## src/rtl/d2pc_pkg.sv

```systemverilog
// shared widths, codes and record types for the depth to point cloud block
package d2pc_pkg;

  localparam int DEPTH_W  = 20;
  localparam int COLOR_W  = 8;
  localparam int COORD_W  = 28;
  localparam int FOCAL_W  = 24;
  localparam int SIZE_W   = 13;
  localparam int CFG_IDX_W = 3;
  localparam int CFG_DATA_W = 24;
  // magnitude of 2*pos-(n-1) for frames up to 16384 wide
  localparam int MAG_W    = 15;
  localparam int PROD_W   = DEPTH_W + MAG_W;
  localparam int SPLIT_W  = 18;
  localparam int LO_W     = SPLIT_W + FOCAL_W;
  localparam int HI_W     = PROD_W - SPLIT_W + FOCAL_W;
  localparam int FULL_W   = PROD_W + FOCAL_W;
  localparam int FRAC_SH  = 25;
  localparam int QUO_W    = FULL_W - FRAC_SH;

  localparam int DEFAULT_MAX_COLS = 4096;
  localparam int DEFAULT_MAX_ROWS = 4096;

  // queue between classifier and arithmetic
  localparam int QDEPTH  = 4;
  localparam int QPTR_W  = 2;
  localparam int QCNT_W  = 3;

  // reset values of the registers
  localparam logic [SIZE_W-1:0]  RST_FRAME_COLS = SIZE_W'(640);
  localparam logic [SIZE_W-1:0]  RST_FRAME_ROWS = SIZE_W'(480);
  localparam logic [FOCAL_W-1:0] RST_INV_FOCAL  = FOCAL_W'(30268);
  localparam logic [DEPTH_W-1:0] RST_CUTOFF     = DEPTH_W'(6400);

  typedef enum logic [CFG_IDX_W-1:0] {
    REG_FRAME_COLS   = 3'd0,
    REG_FRAME_ROWS   = 3'd1,
    REG_INV_FOCAL    = 3'd2,
    REG_CUTOFF_DEPTH = 3'd3,
    REG_COLOR_MODE   = 3'd4
  } cfg_reg_t;

  typedef enum logic [1:0] {
    COLOR_NONE = 2'd0,
    COLOR_MONO = 2'd1,
    COLOR_RGB  = 2'd2
  } color_mode_t;

  typedef struct packed {
    logic [SIZE_W-1:0]  frame_cols;
    logic [SIZE_W-1:0]  frame_rows;
    logic [FOCAL_W-1:0] inv_focal;
    logic [DEPTH_W-1:0] cutoff_depth;
    logic [1:0]         color_mode;
  } cfg_t;

  // one classified pixel as it travels through the queue
  typedef struct packed {
    logic [DEPTH_W-1:0] depth;
    logic               valid;
    logic               x_neg;
    logic [MAG_W-1:0]   x_mag;
    logic               y_neg;
    logic [MAG_W-1:0]   y_mag;
    logic [COLOR_W-1:0] red;
    logic [COLOR_W-1:0] green;
    logic [COLOR_W-1:0] blue;
    logic               frame_end;
    logic               frame_dense;
  } pixel_rec_t;

endpackage

```

## src/rtl/d2pc_queue.sv

```systemverilog
// short fifo of classified pixels between front and back end
module d2pc_queue (
  input  logic                 clk,
  input  logic                 rst,
  input  logic                 push,
  input  d2pc_pkg::pixel_rec_t push_rec,
  output logic                 full,
  input  logic                 pop,
  output logic                 not_empty,
  output d2pc_pkg::pixel_rec_t pop_rec
);
  import d2pc_pkg::*;

  pixel_rec_t        entries [QDEPTH];
  logic [QPTR_W-1:0] wr_ptr;
  logic [QPTR_W-1:0] rd_ptr;
  logic [QCNT_W-1:0] count;
  logic              do_push;
  logic              do_pop;

  assign full      = count == QCNT_W'(QDEPTH);
  assign not_empty = count != '0;
  assign do_push   = push & ~full;
  assign do_pop    = pop & not_empty;
  assign pop_rec   = entries[rd_ptr];

  // storage
  always_ff @(posedge clk) begin
    if (do_push) begin
      entries[wr_ptr] <= push_rec;
    end
  end

  // pointers and fill level
  always_ff @(posedge clk) begin
    if (rst) begin
      wr_ptr <= '0;
      rd_ptr <= '0;
      count  <= '0;
    end else begin
      if (do_push) begin
        wr_ptr <= wr_ptr + QPTR_W'(1);
      end
      if (do_pop) begin
        rd_ptr <= rd_ptr + QPTR_W'(1);
      end
      if (do_push && !do_pop) begin
        count <= count + QCNT_W'(1);
      end else if (do_pop && !do_push) begin
        count <= count - QCNT_W'(1);
      end
    end
  end

endmodule

```

## config.mk

```make
export PLATFORM = sky130hd
export DESIGN_NAME = d2pc_queue
export DESIGN_NICKNAME = d
export VERILOG_FILES = /design/src/rtl/d2pc_pkg.sv /design/src/rtl/d2pc_queue.sv
export SDC_FILE = /design/constraint.sdc
export NUM_CORES = 1
export LEC_CHECK = 0
export ABC_AREA = 1
export BUFFER_PORTS_ARGS = -buffer_cell sky130_fd_sc_hd__buf_4
export CORE_MARGIN = 3
export CORE_UTILIZATION = 51
export DETAILED_ROUTE_END_ITERATION = 6
export PLACE_DENSITY_LB_ADDON = 0.2
export REMOVE_ABC_BUFFERS = 1
export SYNTH_ARGS = -nofsm -noshare
export SYNTH_HDL_FRONTEND = slang
export SYNTH_SLANG_ARGS = --single-unit
```

## constraint.sdc

```tcl
create_clock -name clk -period 5.4 [get_ports clk]
set_input_delay 1.08 -clock clk [delete_from_list [all_inputs] [get_ports clk]]
set_output_delay 1.08 -clock clk [all_outputs]
set_load 0.02 [all_outputs]
```

==> qor.yml, run 1 <==
detailed_routing:
  ant_nets: 0
  initialDrtViolationCount: 452
  wl_per_cell_um: 18.3
  wl_um: 24300
  via_count: 7121
  drtPass1Iterations: 4
  route.detailed.drc: 0
  viasPerCell: 5.37
min_path:
  hold_path.class: "reg2reg"
  hp-start: "rd_ptr[0]$_SDFFE_PP0P_"
  hold_depth: 2
setup_path:
  worstSetupPathType: "reg2out"
  rrSetupSlack_ns: 2.89
  end_kind: "primary output"
  worstPathArrival_ns: 2.90
  r2r.worst_path.cells: 5
  r2r-end: "entries[3][5]$_DFFE_PP_"
  start_kind: "register"
  crit_fanout: 100
  r2r_start: "count[0]$_SDFFE_PP0P_"
  crit_required_ns: 4.32
finish:
  final_cell_mix: "edfxtp_1, nor2_1, buf_4"
  drive_above_1_share: 0.222
  final_cell_area_um2: 14600
  area_delta_synth_final_pct: 20.1
  finalCoreUtilization: 0.634
  fin_nets: 1077
  n_antenna_cell: 0
  nFillCells: 1715
  final_common_cell: "edfxtp_1"
timing:
  setup_tns_ns: 0
  slew_violations: 0
  period_share: 0.738
  fmax_mhz: 251
  slew_headroom: 0.210
  tightest_slew_ns: 1.18
  setup_viol: 0
  rsz0062_at_grt: "false"
  hold_viol_final: 0
  finalCriticalPeriod_ns: 3.98
  finClkSkew_ns: 0.0115
  fin_ws_ns: 1.42
clock_tree:
  tritoncts: "done"
  cts-hold-fix-buffers: 0
  clock_latency_ns: 0.54
  cts-root-buf: "clkbuf_16"
  cts_buffers: 31
  h-tree-depth: 1
  cts_max_path_buffers: 3
  clk_pin_slew_worst_paths_ns: 0.06
  cts_resized: 0
  cts_setup_buffers: 0
  cts_num_sinks: 325
floorplanning:
  start_util: 0.528
  die_w_um: 161
  pin_count: 164
  core_um2: 23100
  die_area_um2: 25800
  num_rows: 55
  dieHeight_um: 161
yosys:
  synthDistinctLibCells: 20
  yosys_register_bits: 325
  syn_area_per_cell_um2: 14.6
  yosysSeqAreaShare: 0.794
  synth_area_um2: 12200
  syn_inst: 832
  synth_warnings: 0
pwr:
  p_leak_nw: 5.13
  power_mw: 7.16
  max-vdd-ir-drop_mv: 0.323
  powerDensity_nw_per_um2: 490
place:
  place.gp.congestion: 0.725
  hpwl_um: 13100
  post-place-ws_ns: 1.96
  placed_area_um2: 13600
  numPortBuffers: 163
global_routing:
  gr-total-overflow: 0
  grt_pass1_wl_um: 38300
  grt_start_max_net_pins: 101
  antenna_found_initial: 0
  track_usage: 0.187
  grt_pass1_vias: 7009
run_status:
  status: "completed"
job:
  drv_cap: 0
==> synth_stat cells <==
master,number,area [µm²]
edfxtp_1,316,9490
dfxtp_1,9,180
nor2_1,172,646
o21ai_1,41,205
inv_4,1,6.26
fa_1,1,20.0
inv_2,1,3.75
buf_6,14,158
nand2_1,15,56.3
inv_1,15,56.3
a21oi_1,3,15.0
buf_2,14,70.1
o21ai_0,118,591
ha_1,5,62.6
nand3_1,4,20.0
xor2_1,1,8.76
o22ai_1,79,494
nand3b_1,1,7.51
clkbuf_2,2,10.0
clkbuf_1,20,75.1
==> worst max-delay path, stage by stage (launching register included) <==
cell,delay (ns)
dfxtp_4,0.73
buf_4,0.80
o21ai_0,0.22
o22ai_1,0.27
buf_4,0.19
==> area by class of cell <==
type | instances | area, µm² | area share
Timing Repair Buffer | 173 | 1360 | 0.0931
Clock buffer | 34 | 787 | 0.0538
Clock inverter | 23 | 180 | 0.0123
Sequential cell | 325 | 9670 | 0.662
Tap cell | 313 | 392 | 0.0268
Multi-Input combinational cell | 440 | 2160 | 0.147
Inverter | 17 | 66.3 | 0.00454
==> power by group <==
group	switching, mW	internal, mW	total (mW)	leakage, nW
registers	0.102	3.06	3.17	2.97
logic	1.26	0.689	1.95	1.68
clock network	0.860	1.18	2.04	0.479
==> routing by layer <==
layer  routed length [µm]  global-route usage  vias up
met5                    0                   0        -
met4                  516              0.0493        0
met3                 1620              0.0420       39
met2                11800               0.307      202
met1                10400               0.255     3450
li1                     -                   -     3430
==> cell families (layout without fill, tap and decap cells) <==
group                    count (synthesis)  in the layout  share of synthesized area
AND/OR/NAND/NOR                        192            192                     0.0599
XOR/XNOR                                 1              1                   0.000720
buffers and inverters                   67            247                     0.0311
adder cells (fa/ha/maj)                  6              6                    0.00678
flip-flops                             325            325                      0.794
AO/OA/AOI/OAI                          241            241                      0.107
==> registers in the layout (all words and copies together), names as in the netlist, named ones only <==
name / count
entries: 316
count: 3
rd_ptr: 2
wr_ptr: 2
==> stage by stage <==
stage | hold WS, ns | instances
global placement | 0.481 | 1268
global route | 0.514 | 1325
CTS | 0.496 | 1325
finish | 0.495 | 1325
floorplan | 0.459 | 782
detailed placement | 0.486 | 1268
==> how the worst max path moves through the flow <==
stage / start / to / slack, ns / cells past startpoint
3_5_place_dp: register / pop_rec[24] / 1.96 / 4
4_1_cts: register / pop_rec[19] / 1.37 / 4
3_3_place_gp: register / pop_rec[24] / 2.00 / 4
5_1_grt: register / pop_rec[67] / 1.13 / 4
6_report: register / pop_rec[24] / 1.42 / 4
2_1_floorplan: register / pop_rec[0] / 0.02 / 3
Note: power is estimated with default switching activity, not from simulation.
==> run 2, diff against run 1 <==
clock period = 3.8 ns   (was 5.4 ns; I/O delays follow)
==> qor.yml, run 2 (synthesis results as in run 1) <==
run_status:
  status: "completed"
place:
  placedCellCount: 1276
  place.gp.congestion: 0.748
  numPortBuffers: 163
  hpwl_um: 13900
  post-place-ws_ns: 1.18
  placed_area_um2: 13700
setup_path:
  worstPathArrival_ns: 2.41
  worstSetupPathType: "reg2out"
  crit_fanout: 102
  start_kind: "register"
  crit_required_ns: 3.04
  end_kind: "primary output"
finish:
  n_antenna_cell: 0
  regMostFlops: "entries"
  nFillCells: 1689
  top_regs: "entries: 316 flops, count: 3 flops"
  largest_reg_flops: 316
  area_delta_synth_final_pct: 20.6
  final_common_cell: "edfxtp_1"
  drive_above_1_share: 0.227
  final_cell_area_um2: 14700
  final_cells: 1336
  finalCoreUtilization: 0.637
  fin_nets: 1088
  final_cell_mix: "edfxtp_1, buf_4, nor2_1"
clock_tree:
  cts_buffers: 34
  tritoncts: "done"
  clock_latency_ns: 0.50
  h-tree-depth: 2
  cts-root-buf: "clkbuf_16"
  cts_resized: 0
  cts_num_sinks: 325
  cts_max_path_buffers: 3
  cts-hold-fix-buffers: 0
  cts_setup_buffers: 0
  clk_pin_slew_worst_paths_ns: 0.06
timing:
  slew_violations: 0
  period_share: 0.833
  whs_ns: 0.461
  finClkSkew_ns: 0.0140
  tightest_slew_ns: 1.02
  rsz0062_at_grt: "false"
  hold_viol_final: 0
  setup_viol: 0
  fin_ws_ns: 0.633
  fmax_mhz: 316
  finalCriticalPeriod_ns: 3.17
  slew_headroom: 0.323
  setup_tns_ns: 0
detailed_routing:
  drtPass1Iterations: 5
  wl_met3_um: 1730
  top_layer_used: "met4"
  route.detailed.drc: 0
  wl_met1_um: 10700
  wl_um: 24900
  via_count: 7316
  wl_per_cell_um: 18.6
  viasPerCell: 5.48
  ant_nets: 0
  initialDrtViolationCount: 666
  wl_met2_um: 11600
pwr:
  powerDensity_nw_per_um2: 699
  max-vdd-ir-drop_mv: 0.321
  sw_frac_of_total: 0.311
  seq_power_share: 0.433
  p_leak_nw: 5.17
  p_int_mw: 7.07
  power_mw: 10.3
  comb_power_share: 0.279
  switching_power_mw: 3.20
  p_clk_frac: 0.288
floorplanning:
  die_area_um2: 25800
  core_um2: 23100
  dieHeight_um: 161
  num_rows: 55
  die_w_um: 161
  pin_count: 164
  start_util: 0.528
global_routing:
  track_usage: 0.190
  gr-total-overflow: 0
  grt_pass1_wl_um: 38600
  grt_pass1_vias: 7244
  grt_start_max_net_pins: 103
  antenna_found_initial: 0
job:
  drv_cap: 0
min_path:
  hold_path.class: "in2reg"
-- run 2: power groups by stage --
stage               logic (mW)  registers, mW  clock network, mW
global route              3.11           4.48               3.17
finish                    2.86           4.45               2.96
floorplan                 1.50           4.65                  0
global placement          2.87           4.51                  0
detailed placement        2.89           4.52                  0
CTS                       2.90           4.45               3.04
-- run 2: critical path: stages (launching register included) --
cell,delay (ns)
dfxtp_4,0.36
buf_4,0.71
o21ai_0,0.25
o22ai_1,0.29
buf_4,0.20
-- run 2: layout make-up --
class                      count  area [µm²]  area share
inverter                      17        66.3     0.00451
tap                          313         392      0.0267
timing repair buffer         181        1400      0.0951
sequential                   325        9670       0.659
clock inverter                14        66.3     0.00451
multi-input combinational    440        2160       0.147
clock buffer                  46         937      0.0638
-- run 2: path summary, 6_finish.rpt --
kind         depth (start not counted)                    from  slack [ns]                  endpoint
max                                  4                register        0.63               pop_rec[42]
min                                  1            push_rec[11]        0.46  entries[1][11]$_DFFE_PP_
max reg2reg                          5   count[0]$_SDFFE_PP0P_        1.58  entries[2][28]$_DFFE_PP_
min reg2reg                          2  rd_ptr[0]$_SDFFE_PP0P_        0.51    rd_ptr[0]$_SDFFE_PP0P_
-- run 2: routing by layer --
metal	vias to the layer above	global-route usage
met5	-	0
met4	0	0.0734
met3	55	0.0462
met2	242	0.300
met1	3557	0.259
li1	3462	-
==> run 3, diff against run 2 <==
ABC_AREA = 0   (was 1)
clock period = 2.7 ns   (was 3.8 ns; I/O delays follow)
==> qor.yml, run 3 <==
floorplanning:
  die_w_um: 158
  die_area_um2: 25100
  core_um2: 22700
  num_rows: 55
  pin_count: 164
  dieHeight_um: 158
  start_util: 0.521
pwr:
  powerDensity_nw_per_um2: 991
  p_leak_nw: 4.96
  max-vdd-ir-drop_mv: 0.626
detailed_routing:
  ant_nets: 0
  route.detailed.drc: 0
  via_count: 5316
  drtPass1Iterations: 4
  initialDrtViolationCount: 311
  wl_per_cell_um: 21.9
  viasPerCell: 5.50
  wl_um: 21200
yosys:
  yosysMostFrequentCell: "edfxtp_1"
  ys_top_cells_by_count: "edfxtp_1, mux4_2, buf_2, dfxtp_1, clkbuf_1"
  synth_top_family_by_area: "multiplexers"
  yosys.area_share.simple: 0.00729
  synth_warnings: 0
  synth_top_area_frac: 0.801
  async_flop_share: 0
  synthMuxAreaShare: 0.152
  synth_area_um2: 11800
  synth_top_area_cell: "edfxtp_1"
  synth_compound_area_frac: 0.00306
  synthXorXnorAreaFrac: 0.00296
  yosysSeqAreaShare: 0.817
  synthAdderAreaFrac: 0.00697
  ys.flop_type: "edfxtp_1"
  yosys-top-cells-area: "edfxtp_1, mux4_2, dfxtp_1"
  syn_inst: 461
  synthDistinctLibCells: 22
  yosys_register_bits: 325
  syn_area_per_cell_um2: 25.7
  synth_edf_count: 316
finish:
  fin_nets: 746
  final_common_cell: "edfxtp_1"
  final_cells: 967
  drive_above_1_share: 0.452
  n_antenna_cell: 0
  top_regs: "entries: 316 flops, count: 3 flops"
  final_cell_mix: "edfxtp_1, buf_4, mux4_2"
  largest_reg_flops: 316
  nFillCells: 1518
  regMostFlops: "entries"
  multi_input_area_um2: 2050
  seq_area_um2: 9680
  area_delta_synth_final_pct: 24.0
setup_path:
  crit_required_ns: 2.16
  cpPeakStageDelay_ns: 0.55
  cp_slowest_cell: "mux4_2"
  start_kind: "register"
  crit_buf_inv: 2
  crit_fanout: 21
  path_cells: "buf_12 -> mux4_2 -> buf_4"
  critical-path-top-delay-family: "multiplexers"
  end_kind: "primary output"
  worstPathArrival_ns: 2.01
  worstSetupPathType: "reg2out"
clock_tree:
  clock_latency_ns: 0.49
  cts_max_path_buffers: 3
  cts_buffers: 35
  tritoncts: "done"
  cts_setup_buffers: 0
  h-tree-depth: 2
  clk_pin_slew_worst_paths_ns: 0.06
  cts-hold-fix-buffers: 0
  cts_num_sinks: 325
  cts-root-buf: "clkbuf_16"
timing:
  finClkSkew_ns: 0.0134
  tightest_slew_ns: 0.476
  period_share: 0.945
  hold_viol_final: 0
  fmax_mhz: 392
  whs_ns: 0.242
  rsz0062_at_grt: "false"
  slew_headroom: 0.682
  finalCriticalPeriod_ns: 2.55
  setup_viol: 0
  slew_violations: 0
  fin_ws_ns: 0.149
global_routing:
  gr-total-overflow: 0
  grt_start_max_net_pins: 33
  track_usage: 0.173
  grt_pass1_wl_um: 32700
  antenna_found_initial: 0
  grt_pass1_vias: 5863
place:
  post-place-ws_ns: 0.422
  hpwl_um: 13100
  numPortBuffers: 163
  placedCellCount: 905
  place.gp.congestion: 0.725
min_path:
  hold_path.class: "in2reg"
job:
  drv_cap: 0
run_status:
  status: "completed"
==> run 3: changes by cell type after synthesis, moves of 4 or more <==
cell      previous run  this run
nand2_1             15         0
o21ai_0            118         2
o22ai_1             79         0
nand3_1              4         0
nor2_1             172         6
and2_1               0         4
buf_6               14         1
mux4_2               0        79
buf_2               14         9
clkbuf_1            20         7
inv_1               15         4
o21ai_1             41         0
==> run 3: final cells by class <==
type | count | share of cell area
Clock inverter | 14 | 0.00809
Sequential cell | 325 | 0.659
Clock buffer | 48 | 0.0659
Inverter | 4 | 0.00102
Timing Repair Buffer | 178 | 0.102
Tap cell | 285 | 0.0243
Multi-Input combinational cell | 113 | 0.140
==> run 3: cells by family after synthesis <==
logic type | count (synthesis)
AO/OA/AOI/OAI | 6
multiplexers | 81
buffers and inverters | 23
AND/OR/NAND/NOR | 16
XOR/XNOR | 4
flip-flops | 325
adder cells (fa/ha/maj) | 6
==> run 3: path summary, 6_finish.rpt <==
check / from / to / slack (ns) / cells past startpoint
max reg2reg: count[1]$_SDFFE_PP0P_ / count[2]$_SDFFE_PP0P_ / 0.35 / 7
max: register / pop_rec[78] / 0.15 / 3
min: push_rec[29] / entries[3][29]$_DFFE_PP_ / 0.24 / 1
min reg2reg: wr_ptr[1]$_SDFFE_PP0P_ / wr_ptr[1]$_SDFFE_PP0P_ / 0.52 / 2
==> run 3: through the flow <==
step | setup TNS, ns | total power [mW] | util | area [µm²]
after floorplan | -305.05 | 8.71 | - | 11700
after global placement | 0 | 10.2 | 0.599 | 13600
after detailed placement | 0 | 10.3 | 0.599 | 13600
after CTS | 0 | 14.8 | 0.647 | 14700
after global routing | 0 | 15.2 | 0.647 | 14700
final | 0 | 14.6 | 0.647 | 14700
==> run 3: timing repair <==
| item | in CTS | in global routing |
|---|---|---|
| endpoints found under the hold margin | 0 | 0 |
| gates resized for setup | 0 | 1 |
| setup endpoints to repair | 0 | 2 |
==> run 3: metal layers <==
| metal | share of wire | GRT usage | up-vias |
|---|---|---|---|
| li1 | - | - | 2368 |
| met2 | 0.51 | 0.288 | 146 |
| met3 | 0.058 | 0.0383 | 35 |
| met1 | 0.41 | 0.230 | 2767 |
| met4 | 0.023 | 0.0586 | 0 |
| met5 | 0 | 0 | - |
==> run 3: power by group <==
| group | switching, mW | internal (mW) |
|---|---|---|
| clock | 1.77 | 2.70 |
| combinational | 1.94 | 1.87 |
| sequential | 0.202 | 6.07 |
| total | 3.92 | 10.6 |
