[src/rtl/d2pc_pkg.sv]
// shared widths, codes and record types for the depth to point cloud block
package d2pc_pkg;

  localparam int DEPTH_W  = 20;
  localparam int COLOR_W  = 8;
  localparam int COORD_W  = 28;
  localparam int FOCAL_W  = 24;
  localparam int SIZE_W   = 13;
  localparam int CFG_IDX_W = 3;
  localparam int CFG_DATA_W = 24;
  // magnitude of 2*pos-(n-1) for frames up to 16384 wide
  localparam int MAG_W    = 15;
  localparam int PROD_W   = DEPTH_W + MAG_W;
  localparam int SPLIT_W  = 18;
  localparam int LO_W     = SPLIT_W + FOCAL_W;
  localparam int HI_W     = PROD_W - SPLIT_W + FOCAL_W;
  localparam int FULL_W   = PROD_W + FOCAL_W;
  localparam int FRAC_SH  = 25;
  localparam int QUO_W    = FULL_W - FRAC_SH;

  localparam int DEFAULT_MAX_COLS = 4096;
  localparam int DEFAULT_MAX_ROWS = 4096;

  // queue between classifier and arithmetic
  localparam int QDEPTH  = 4;
  localparam int QPTR_W  = 2;
  localparam int QCNT_W  = 3;

  // reset values of the registers
  localparam logic [SIZE_W-1:0]  RST_FRAME_COLS = SIZE_W'(640);
  localparam logic [SIZE_W-1:0]  RST_FRAME_ROWS = SIZE_W'(480);
  localparam logic [FOCAL_W-1:0] RST_INV_FOCAL  = FOCAL_W'(30268);
  localparam logic [DEPTH_W-1:0] RST_CUTOFF     = DEPTH_W'(6400);

  typedef enum logic [CFG_IDX_W-1:0] {
    REG_FRAME_COLS   = 3'd0,
    REG_FRAME_ROWS   = 3'd1,
    REG_INV_FOCAL    = 3'd2,
    REG_CUTOFF_DEPTH = 3'd3,
    REG_COLOR_MODE   = 3'd4
  } cfg_reg_t;

  typedef enum logic [1:0] {
    COLOR_NONE = 2'd0,
    COLOR_MONO = 2'd1,
    COLOR_RGB  = 2'd2
  } color_mode_t;

  typedef struct packed {
    logic [SIZE_W-1:0]  frame_cols;
    logic [SIZE_W-1:0]  frame_rows;
    logic [FOCAL_W-1:0] inv_focal;
    logic [DEPTH_W-1:0] cutoff_depth;
    logic [1:0]         color_mode;
  } cfg_t;

  // one classified pixel as it travels through the queue
  typedef struct packed {
    logic [DEPTH_W-1:0] depth;
    logic               valid;
    logic               x_neg;
    logic [MAG_W-1:0]   x_mag;
    logic               y_neg;
    logic [MAG_W-1:0]   y_mag;
    logic [COLOR_W-1:0] red;
    logic [COLOR_W-1:0] green;
    logic [COLOR_W-1:0] blue;
    logic               frame_end;
    logic               frame_dense;
  } pixel_rec_t;

endpackage

[src/rtl/d2pc_front.sv]
// front end: pixel position counters, validity and colour selection
module d2pc_front #(
  parameter int MAX_COLS = 4096,
  parameter int MAX_ROWS = 4096
) (
  input  logic                          clk,
  input  logic                          rst,
  input  d2pc_pkg::cfg_t                cfg,
  input  logic                          in_valid,
  output logic                          in_stall,
  input  logic [d2pc_pkg::DEPTH_W-1:0]  depth_value,
  input  logic [d2pc_pkg::COLOR_W-1:0]  red_or_grey,
  input  logic [d2pc_pkg::COLOR_W-1:0]  green_byte,
  input  logic [d2pc_pkg::COLOR_W-1:0]  blue_byte,
  input  logic                          q_full,
  output logic                          q_push,
  output d2pc_pkg::pixel_rec_t          q_rec
);
  import d2pc_pkg::*;

  localparam int CW = $clog2(MAX_COLS);
  localparam int RW = $clog2(MAX_ROWS);
  localparam int EW = MAG_W + 1;

  logic [CW-1:0] col_count;
  logic [RW-1:0] row_count;
  logic          dense_so_far;

  logic [EW-1:0] cols_eff;
  logic [EW-1:0] rows_eff;
  logic          row_last;
  logic          frame_last;
  logic          pix_valid;
  logic          dense;
  logic signed [EW:0] x_off;
  logic signed [EW:0] y_off;
  logic signed [EW:0] x_abs;
  logic signed [EW:0] y_abs;
  logic          accept;

  // effective frame size: zero acts as one, clamp to the maximum
  always_comb begin
    if (cfg.frame_cols == '0) begin
      cols_eff = EW'(1);
    end else if (EW'(cfg.frame_cols) > EW'(MAX_COLS)) begin
      cols_eff = EW'(MAX_COLS);
    end else begin
      cols_eff = EW'(cfg.frame_cols);
    end
    if (cfg.frame_rows == '0) begin
      rows_eff = EW'(1);
    end else if (EW'(cfg.frame_rows) > EW'(MAX_ROWS)) begin
      rows_eff = EW'(MAX_ROWS);
    end else begin
      rows_eff = EW'(cfg.frame_rows);
    end
  end

  // position classification
  assign row_last   = (EW'(col_count) + EW'(1)) >= cols_eff;
  assign frame_last = row_last && ((EW'(row_count) + EW'(1)) >= rows_eff);
  assign pix_valid  = depth_value > cfg.cutoff_depth;
  assign dense      = pix_valid & dense_so_far;

  // signed offsets 2*pos-(n-1) split into sign and magnitude
  assign x_off = $signed({1'b0, EW'({col_count, 1'b0})}) - $signed({1'b0, cols_eff - EW'(1)});
  assign y_off = $signed({1'b0, EW'({row_count, 1'b0})}) - $signed({1'b0, rows_eff - EW'(1)});
  assign x_abs = x_off[EW] ? -x_off : x_off;
  assign y_abs = y_off[EW] ? -y_off : y_off;

  assign accept   = in_valid & ~q_full;
  assign in_stall = q_full;
  assign q_push   = accept;

  // record for the back end
  always_comb begin
    q_rec.depth       = depth_value;
    q_rec.valid       = pix_valid;
    q_rec.x_neg       = x_off[EW];
    q_rec.x_mag       = x_abs[MAG_W-1:0];
    q_rec.y_neg       = y_off[EW];
    q_rec.y_mag       = y_abs[MAG_W-1:0];
    q_rec.frame_end   = frame_last;
    q_rec.frame_dense = frame_last & dense;
    case (color_mode_t'(cfg.color_mode))
      COLOR_MONO: begin
        q_rec.red   = red_or_grey;
        q_rec.green = red_or_grey;
        q_rec.blue  = red_or_grey;
      end
      COLOR_RGB: begin
        q_rec.red   = red_or_grey;
        q_rec.green = green_byte;
        q_rec.blue  = blue_byte;
      end
      default: begin
        q_rec.red   = '0;
        q_rec.green = '0;
        q_rec.blue  = '0;
      end
    endcase
  end

  // raster counters and running dense flag
  always_ff @(posedge clk) begin
    if (rst) begin
      col_count    <= '0;
      row_count    <= '0;
      dense_so_far <= 1'b1;
    end else if (accept) begin
      if (frame_last) begin
        col_count    <= '0;
        row_count    <= '0;
        dense_so_far <= 1'b1;
      end else if (row_last) begin
        col_count    <= '0;
        row_count    <= row_count + RW'(1);
        dense_so_far <= dense;
      end else begin
        col_count    <= col_count + CW'(1);
        dense_so_far <= dense;
      end
    end
  end

endmodule

[config.mk]
export PLATFORM = sky130hd
export DESIGN_NAME = d2pc_front
export DESIGN_NICKNAME = d
export VERILOG_FILES = /design/src/rtl/d2pc_pkg.sv /design/src/rtl/d2pc_front.sv
export SDC_FILE = /design/constraint.sdc
export NUM_CORES = 1
export LEC_CHECK = 0
export BUFFER_PORTS_ARGS = -buffer_cell sky130_fd_sc_hd__clkbuf_2
export CORE_MARGIN = 2
export CORE_UTILIZATION = 40
export DETAILED_ROUTE_END_ITERATION = 7
export PLACE_DENSITY = 0.7
export SETUP_SLACK_MARGIN = 0.05
export SLEW_MARGIN = 20
export SYNTH_ARGS = -nofsm -noshare
export SYNTH_HDL_FRONTEND = slang
export SYNTH_SLANG_ARGS = --single-unit
export TNS_END_PERCENT = 50
[constraint.sdc]
create_clock -name clk -period 5 [get_ports clk]
set_input_delay 0 -clock clk [delete_from_list [all_inputs] [get_ports clk]]
set_output_delay 0 -clock clk [all_outputs]
set_load 0.1 [all_outputs]
==> results of run 1 <==
-- synthesized netlist by cell type, drive strengths merged, types with 13 or more instances --
master	instances
nor3	22
dfxtp	25
nand2	90
nor2b	13
clkbuf	28
inv	50
o32ai	13
buf	25
a211oi	14
or3	24
o21ai	39
and3	13
nand3	27
a21oi	87
xor2	22
nor2	54
xnor2	46
ha	78
a21o	17
-- stage by stage --
step | std cells | instance area, um^2 | setup WS [ns]
final | 1155 | 7250 | 0.380
after global routing | 1155 | 7250 | 0.0252
after CTS | 1155 | 7230 | 0.285
after detailed placement | 1151 | 7150 | 0.312
after global placement | 1151 | 7150 | 0.353
after floorplan | 833 | 5920 | -0.354
-- cell type report --
cell class                      instances  area [um^2]  area share [%]
Multi-Input combinational cell        704         4970            68.5
Timing Repair Buffer                  191         1280            17.7
Sequential cell                        25          500            6.90
Tap cell                              180          225            3.11
Inverter                               51          194            2.67
Clock buffer                            3         75.1            1.04
Clock inverter                          1         7.51           0.104
-- power groups by stage --
stage	registers (mW)	logic (mW)	clock network, mW
2_1_floorplan	0.207	0.633	0
3_3_place_gp	0.207	0.823	0
3_5_place_dp	0.207	0.829	0
4_1_cts	0.203	0.831	0.187
5_1_grt	0.203	0.887	0.196
6_report	0.203	0.833	0.184
-- how the worst max path moves through the flow --
| stage | from | to | slack [ns] |
|---|---|---|---|
| 2_1_floorplan | cfg[61] | q_rec[56] | -0.35 |
| 3_3_place_gp | cfg[61] | q_rec[56] | 0.35 |
| 3_5_place_dp | cfg[61] | q_rec[56] | 0.31 |
| 4_1_cts | cfg[61] | q_rec[56] | 0.29 |
| 5_1_grt | cfg[48] | q_rec[38] | 0.03 |
| 6_report | cfg[61] | q_rec[56] | 0.38 |
-- layer usage --
metal	routed length, um	track usage (%)
met5	0	0
met2	7590	36.2
met3	920	2.06
met1	7530	27.4
met4	81	2.45
-- flip-flops by register name, summed over array words and instances, names as in the netlist --
name          cells
col_count        12
row_count        12
dense_so_far      1
-- logic make-up (layout without fill, tap and decap cells) --
kind of cell,count (synthesis),count (layout),share of synthesized area [%]
buffers and inverters,104,246,8.25
muxes,2,2,0.345
AOI/OAI and AO/OA,242,242,27.6
and+or+nand+nor,314,314,28.1
xor gates and xnor gates,68,68,10.3
DFF,25,25,8.63
adders and majority gates,78,78,16.8
-- timing repair --
| action | 4_1_cts | 5_1_grt |
|---|---|---|
| hold buffers | 0 | 0 |
| gates resized for setup | 0 | 4 |
| setup endpoints to repair | 0 | 8 |
==> flow_summary.json, run 1 <==
{
  "finalSetupTns_ns": 0,
  "status": "finished clean",
  "antenna_found_initial": 0,
  "ys_async_sr_fraction_pct": 0,
  "yosys_warnings": 0,
  "diodes": 0,
  "hold_end": "col_count[11]",
  "initial_utilization_pct": 41.3,
  "grt_use_total_pct": 20.4,
  "max_freq_mhz": 216,
  "yosys-top-cells-area": "ha_1, dfxtp_1, a21oi_1",
  "crit_cells": 18,
  "cts_root_buf": "clkbuf_16",
  "drt-initial-drc-count": 437,
  "synthFlopType": "dfxtp_1",
  "route.detailed.vias_per_inst": 5.66,
  "clock_skew_ns": 0.00243,
  "drc_errors": 0,
  "p_total_mw": 1.22,
  "vias": 6536,
  "drt-total-wl_um": 16100,
  "netSwitchingFraction_pct": 55.5,
  "hp-class": "primary input to flop",
  "portBuffers": 176,
  "hold-path-cell-count": 2,
  "worstHoldStart": "rst",
  "synthDistinctLibCells": 78,
  "final_util_pct": 51.6,
  "tritoncts": "yes",
  "area_growth_pct": 25.1,
  "crit_chain": "clkbuf_2 > or3_1 > nor3_1 > a21oi_1 > or2_1 > ha_1 > inv_1 > xnor2_1 > ha_1 > nor4b_2 > and4_1 > nor2_1 > o31a_1 > xnor2_1 > or4_4 > or4b_1 > a21oi_1 > buf_12",
  "reg2reg_depth": 15,
  "max_slew_margin_pct": 40.3,
  "powerDensity_mw_per_mm2": 168,
  "clk_pin_slew_ns": 0.07,
  "p_sw_mw": 0.677,
  "combPwrFrac_pct": 68.3,
  "arrival_ns": 4.62,
  "synth_nets": 1031,
  "worstReg2RegEnd": "row_count[10]",
  "r2r-start": "col_count[0]",
  "startpoint_type": "primary input",
  "critPathKind": "primary input to output pin",
  "row_count": 43,
  "dieHeight_um": 124,
  "core_mm2": 0.0140,
  "first_pass_iters": 5,
  "path_buf_inv": 3,
  "first_global_vias": 6034,
  "grt_max_degree": 41,
  "drtAntennaViolNets": 0,
  "synth-edff-count": 0,
  "clock-sinks": 25,
  "critPathTopFamily": "simple AND/OR/NAND/NOR gates",
  "mostFrequentLayoutCells": "clkbuf_2, nand2_1, a21oi_1",
  "period_share_pct": 92.4,
  "hpwl_um": 13500,
  "holdWs_ns": 0.432,
  "crit_slowest_cell": "or4_4",
  "seqPwrFrac_pct": 16.6,
  "yosys.area.top_type_share_pct": 16.8,
  "critical_path.max_stage_delay_ns": 0.59,
  "syn_avg_cell_area_um2": 6.96,
  "ir_drop_mv": 0.105,
  "ys_seq_area_share_pct": 8.63,
  "grt_pass1_wl_um": 28000,
  "cts_buffer_depth": 2,
  "cts_max_level": 1,
  "endpoint_kind": "output pin",
  "post_drt_wl_per_cell_um": 14.0,
  "grt_setup_unrepaired": "no",
  "yosysTopAreaCell": "ha_1",
  "clk_latency_ns": 0.26,
  "die_area_mm2": 0.0155,
  "worstMarginPinSlew_ns": 0.896,
  "ys_seq_elements": 25,
  "finalMaxSlewViolations": 0,
  "io_pins": 201,
  "synthCells": 833,
  "finalHoldViolCount": 0,
  "layout-drive-gt1-share_pct": 24.5,
  "r2r_slack_ns": 0.92,
  "routabilityCongestion": 0.937,
  "p_int_mw": 0.542,
  "path_max_fanout": 6,
  "fill_cells": 1341,
  "leakagePower_nw": 3.35,
  "overflow": 0,
  "post_cts_buffers": 0,
  "netlist_area_mm2": 0.00580,
  "pwr-share-clk_pct": 15.1,
  "min_period_ns": 4.62,
  "cts_buffers": 3,
  "required_ns": 5.00,
  "max_cap_viol_count": 0,
  "mostFrequentLayoutCell": "clkbuf_2",
  "setup_violations": 0,
  "fin_nets": 1174,
  "die_x_um": 124
}
Note: power is estimated with default switching activity, not from simulation.
==> run 2: changes to the inputs <==
Settings changed: CORE_MARGIN 2 to default.
==> flow_summary.json, run 2 (synthesized netlist as in run 1, its figures left out) <==
{
  "arrival_ns": 4.64,
  "max_cap_viol_count": 0,
  "r2r-start": "col_count[0]",
  "dieHeight_um": 122,
  "first_pass_iters": 5,
  "startpoint": "cfg[61]",
  "holdWs_ns": 0.434,
  "routabilityCongestion": 0.898,
  "first_global_vias": 5625,
  "period_share_pct": 92.7,
  "grt_pass1_wl_um": 26200,
  "die_area_mm2": 0.0150,
  "drt-total-wl_um": 16200,
  "tritoncts": "yes",
  "reg2reg_depth": 15,
  "row_count": 43,
  "core_mm2": 0.0140,
  "clock_skew_ns": 0.00549,
  "fin_ws_ns": 0.365,
  "hold_buffers": 0,
  "max_slew_margin_pct": 35.6,
  "cts_buffer_depth": 2,
  "worstSetupEndpoint": "q_rec[56]",
  "startpoint_type": "primary input",
  "worstMarginPinSlew_ns": 0.967,
  "fin_nets": 1173,
  "clock-sinks": 25,
  "seq_area_um2": 500,
  "final_util_pct": 51.8,
  "grt_use_total_pct": 21.0,
  "worstReg2RegEnd": "row_count[2]",
  "route.detailed.vias_per_inst": 5.65,
  "area_growth_pct": 24.9,
  "powerDensity_mw_per_mm2": 168,
  "grt_setup_unrepaired": "yes",
  "multiInputGateArea_mm2": 0.00496,
  "cts_root_buf": "clkbuf_16",
  "hpwl_um": 13400,
  "portBuffers": 176,
  "ir_drop_mv": 0.131,
  "dp_slack_ns": 0.312,
  "drtAntennaViolNets": 0,
  "path_max_fanout": 6,
  "cts_buffers": 3,
  "diodes": 0,
  "post_drt_wl_per_cell_um": 14.0,
  "r2r_slack_ns": 0.86,
  "drc_errors": 0,
  "setup_violations": 0,
  "drt-initial-drc-count": 436,
  "min_period_ns": 4.64,
  "mostFrequentLayoutCells": "clkbuf_2, nand2_1, a21oi_1",
  "antenna_found_initial": 0,
  "mostFrequentLayoutCell": "clkbuf_2",
  "io_pins": 201,
  "grt_max_degree": 41,
  "die_x_um": 122,
  "cts_max_level": 1,
  "cts_repair_resize_count": 0,
  "overflow": 0,
  "clk_pin_slew_ns": 0.07,
  "finalMaxSlewViolations": 0,
  "initial_utilization_pct": 41.4,
  "vias": 6515,
  "status": "finished clean",
  "critPathKind": "primary input to output pin",
  "required_ns": 5.00,
  "largestRegisters": "col_count: 12 flops, row_count: 12 flops, dense_so_far: 1 flops",
  "layout-drive-gt1-share_pct": 24.4,
  "hp-class": "primary input to flop",
  "post_cts_buffers": 0,
  "max_freq_mhz": 216,
  "fill_cells": 1422,
  "finalHoldViolCount": 0,
  "leakagePower_nw": 3.34,
  "clk_latency_ns": 0.26,
  "endpoint_kind": "output pin"
}
run 2: metal layers:
layer	global-route usage [%]	vias to the layer above	wire, um
li1	-	3320	-
met1	29.2	2976	7710
met2	35.7	206	7490
met3	2.04	13	824
met4	2.90	0	148
met5	0	-	0
run 2: worst max-delay path, stage by stage:
cell and delay, ns:
clkbuf_2 0.13, or3_1 0.40, nor3_1 0.21, a21oi_1 0.12, or2_1 0.24, ha_1 0.22, inv_1 0.11, xnor2_1 0.09
ha_1 0.39, nor4b_1 0.28, and4_1 0.26, nor2_1 0.10, o31a_1 0.32, xnor2_1 0.20, or4_4 0.59, or4b_1 0.56
a21oi_2 0.21, buf_12 0.20
run 2: how the worst min path moves through the flow:
stage | startpoint | endpoint | depth (start not counted)
final | rst | col_count[1] | 2
after global routing | depth_value[16] | q_rec[75] | 2
after CTS | rst | row_count[5] | 2
after detailed placement | depth_value[0] | q_rec[59] | 2
after global placement | q_full | in_stall | 2
after floorplan | rst | col_count[2] | 2
run 2: power by group:
part           switching, mW  internal (mW)
Combinational          0.599          0.233
Sequential           0.00195          0.200
Clock                 0.0765          0.109
Total                  0.678          0.542
run 2: cell type report:
cell class | count | area share (%)
repair buffers | 190 | 17.6
well taps | 180 | 3.11
inverters | 51 | 2.68
multi-input cells | 704 | 68.6
clock buffers | 3 | 1.04
clock inverters | 1 | 0.104
flip-flops and latches | 25 | 6.91
run 2: stage by stage:
step / cells / setup TNS, ns / power (mW) / cell area (um^2)
after global placement: 1150 / 0 / 1.03 / 7140
final: 1154 / 0 / 1.22 / 7240
after CTS: 1154 / 0 / 1.23 / 7220
after detailed placement: 1150 / 0 / 1.04 / 7140
after global routing: 1154 / 0 / 1.29 / 7240
after floorplan: 833 / -1.42 / 0.840 / 5920
==> run 3: changes to the inputs <==
Settings changed: REMOVE_ABC_BUFFERS from default to 1.
==> flow_summary.json, run 3 (synthesized netlist as in run 1, its figures left out) <==
{
  "cts_buffers": 3,
  "tritoncts": "yes",
  "ir_drop_mv": 0.118,
  "p_total_mw": 1.20,
  "clock-sinks": 25,
  "post_cts_buffers": 0,
  "grt_setup_unrepaired": "yes",
  "vias": 6519,
  "crit_chain": "clkbuf_2 > or4_1 > o31ai_2 > nand2_1 > ha_1 > clkinv_1 > o31ai_1 > mux2i_1 > a21oi_1 > ha_1 > nand2_1 > nor4_1 > a221oi_1 > buf_4 > xnor2_1 > a211oi_2 > nand2b_1 > or4b_1 > a21boi_1 > buf_12",
  "p_int_mw": 0.530,
  "grt_pass1_wl_um": 26300,
  "routabilityCongestion": 0.919,
  "post_drt_wl_per_cell_um": 14.3,
  "largestRegisters": "col_count: 12 flops, row_count: 12 flops, dense_so_far: 1 flops",
  "fill_cells": 1402,
  "max_slew_margin_pct": 50.6,
  "hp-class": "primary input to flop",
  "netSwitchingFraction_pct": 56.0,
  "status": "finished clean",
  "mostFrequentLayoutCell": "clkbuf_2",
  "first_pass_iters": 5,
  "drt-initial-drc-count": 444,
  "hold_buffers": 0,
  "path_max_fanout": 8,
  "leakagePower_nw": 3.30,
  "max_freq_mhz": 213,
  "combPwrFrac_pct": 68.0,
  "powerDensity_mw_per_mm2": 170,
  "die_area_mm2": 0.0150,
  "cts_repair_resize_count": 0,
  "period_share_pct": 94.1,
  "seq_area_um2": 500,
  "critPathKind": "primary input to output pin",
  "dpl-instance-area_mm2": 0.00700,
  "cts_buffer_depth": 2,
  "area_growth_pct": 22.3,
  "hpwl_um": 13800,
  "max_cap_viol_count": 0,
  "grt_use_total_pct": 21.2,
  "io_pins": 201,
  "dieHeight_um": 122,
  "overflow": 0,
  "drtAntennaViolNets": 0,
  "crit_slowest_cell": "or4_1",
  "required_ns": 5.00,
  "initial_utilization_pct": 41.4,
  "path_buf_inv": 4,
  "min_period_ns": 4.70,
  "drt-total-wl_um": 16500,
  "startpoint_type": "primary input",
  "portBuffers": 176,
  "antenna_found_initial": 0,
  "p_sw_mw": 0.673,
  "endpoint_kind": "output pin",
  "critPathTopFamily": "simple AND/OR/NAND/NOR gates",
  "critical_path.max_stage_delay_ns": 0.63,
  "holdWs_ns": 0.244,
  "grt_max_degree": 41,
  "multiInputGateArea_mm2": 0.00483,
  "finalMaxSlewViolations": 0,
  "fin_area_mm2": 0.00709,
  "finalHoldViolCount": 0,
  "layout-drive-gt1-share_pct": 22.8,
  "clock_skew_ns": 0.00696,
  "dp_cells": 1150,
  "pwr-share-clk_pct": 15.2,
  "drc_errors": 0,
  "layout.cells.non_filler": 1154,
  "row_count": 43,
  "arrival_ns": 4.70,
  "clk_latency_ns": 0.26,
  "setup_violations": 0,
  "mostFrequentLayoutCells": "clkbuf_2, nand2_1, a21oi_1",
  "clk_pin_slew_ns": 0.07,
  "diodes": 0,
  "worstMarginPinSlew_ns": 0.741,
  "seqPwrFrac_pct": 16.8,
  "first_global_vias": 5678,
  "core_mm2": 0.0140,
  "die_x_um": 122,
  "fin_nets": 1173,
  "cts_max_level": 1,
  "cts_root_buf": "clkbuf_16",
  "route.detailed.vias_per_inst": 5.65
}
==> run 3: changes by cell type in the layout (fill, tap and decap cells not counted), sizes merged <==
cell and delta:
buf -1, clkbuf +1, clkinvlp -1, clkinv +1
==> run 3: worst reg2reg max path, cell delays in order (launching register included) <==
cell and delay, ns:
dfxtp_1 0.48, ha_1 0.27, and3_1 0.26, nand3_1 0.17, or3_1 0.43, nor2_1 0.16
xor2_1 0.20, ha_1 0.27, nor2b_1 0.13, o21ai_0 0.14, nand2b_1 0.07, a221o_1 0.37
a31oi_2 0.38, buf_4 0.29, nand2_1 0.21, o32ai_1 0.20
==> run 3: per-stage QoR <==
step	worst slack, ns	utilization [%]	TNS [ns]
6_report	0.295	50.7	0
3_5_place_dp	0.301	50.0	0
2_1_floorplan	-1.08	-	-12.21
4_1_cts	0.280	50.6	0
3_3_place_gp	0.367	50.0	0
5_1_grt	0.0161	50.7	0
==> run 3: path summary, 6_finish.rpt <==
kind,start,end,slack (ns),depth (start not counted)
worst max register to register,col_count[0],col_count[7],0.86,15
worst max-delay path,cfg[48],q_rec[40],0.30,20
worst min register to register,col_count[1],col_count[1],0.50,2
worst min-delay path,in_valid,col_count[1],0.24,5
==> run 3: routing by layer <==
metal	vias up	GRT usage, %	share of wire, %
li1	3336	-	-
met1	2973	27.3	45
met2	200	38.7	49
met3	10	1.63	5.5
met4	0	3.73	0.92
met5	-	0	0
==> run 3: cell type report <==
cell class              instances  share of cell area (%)
clock buffers                   3                    1.06
clock inverters                 1                  0.0706
inverters                      51                    2.70
multi-input cells             704                    68.2
flip-flops and latches         25                    7.06
well taps                     180                    3.18
repair buffers                190                    17.8
==> run 3: power groups by stage <==
stage                     clock (mW)  combinational, mW  sequential (mW)
after detailed placement           0              0.816            0.207
after global routing           0.198              0.869            0.203
after global placement             0              0.812            0.207
after CTS                      0.186              0.818            0.203
final                          0.183              0.818            0.203
after floorplan                    0              0.534            0.207
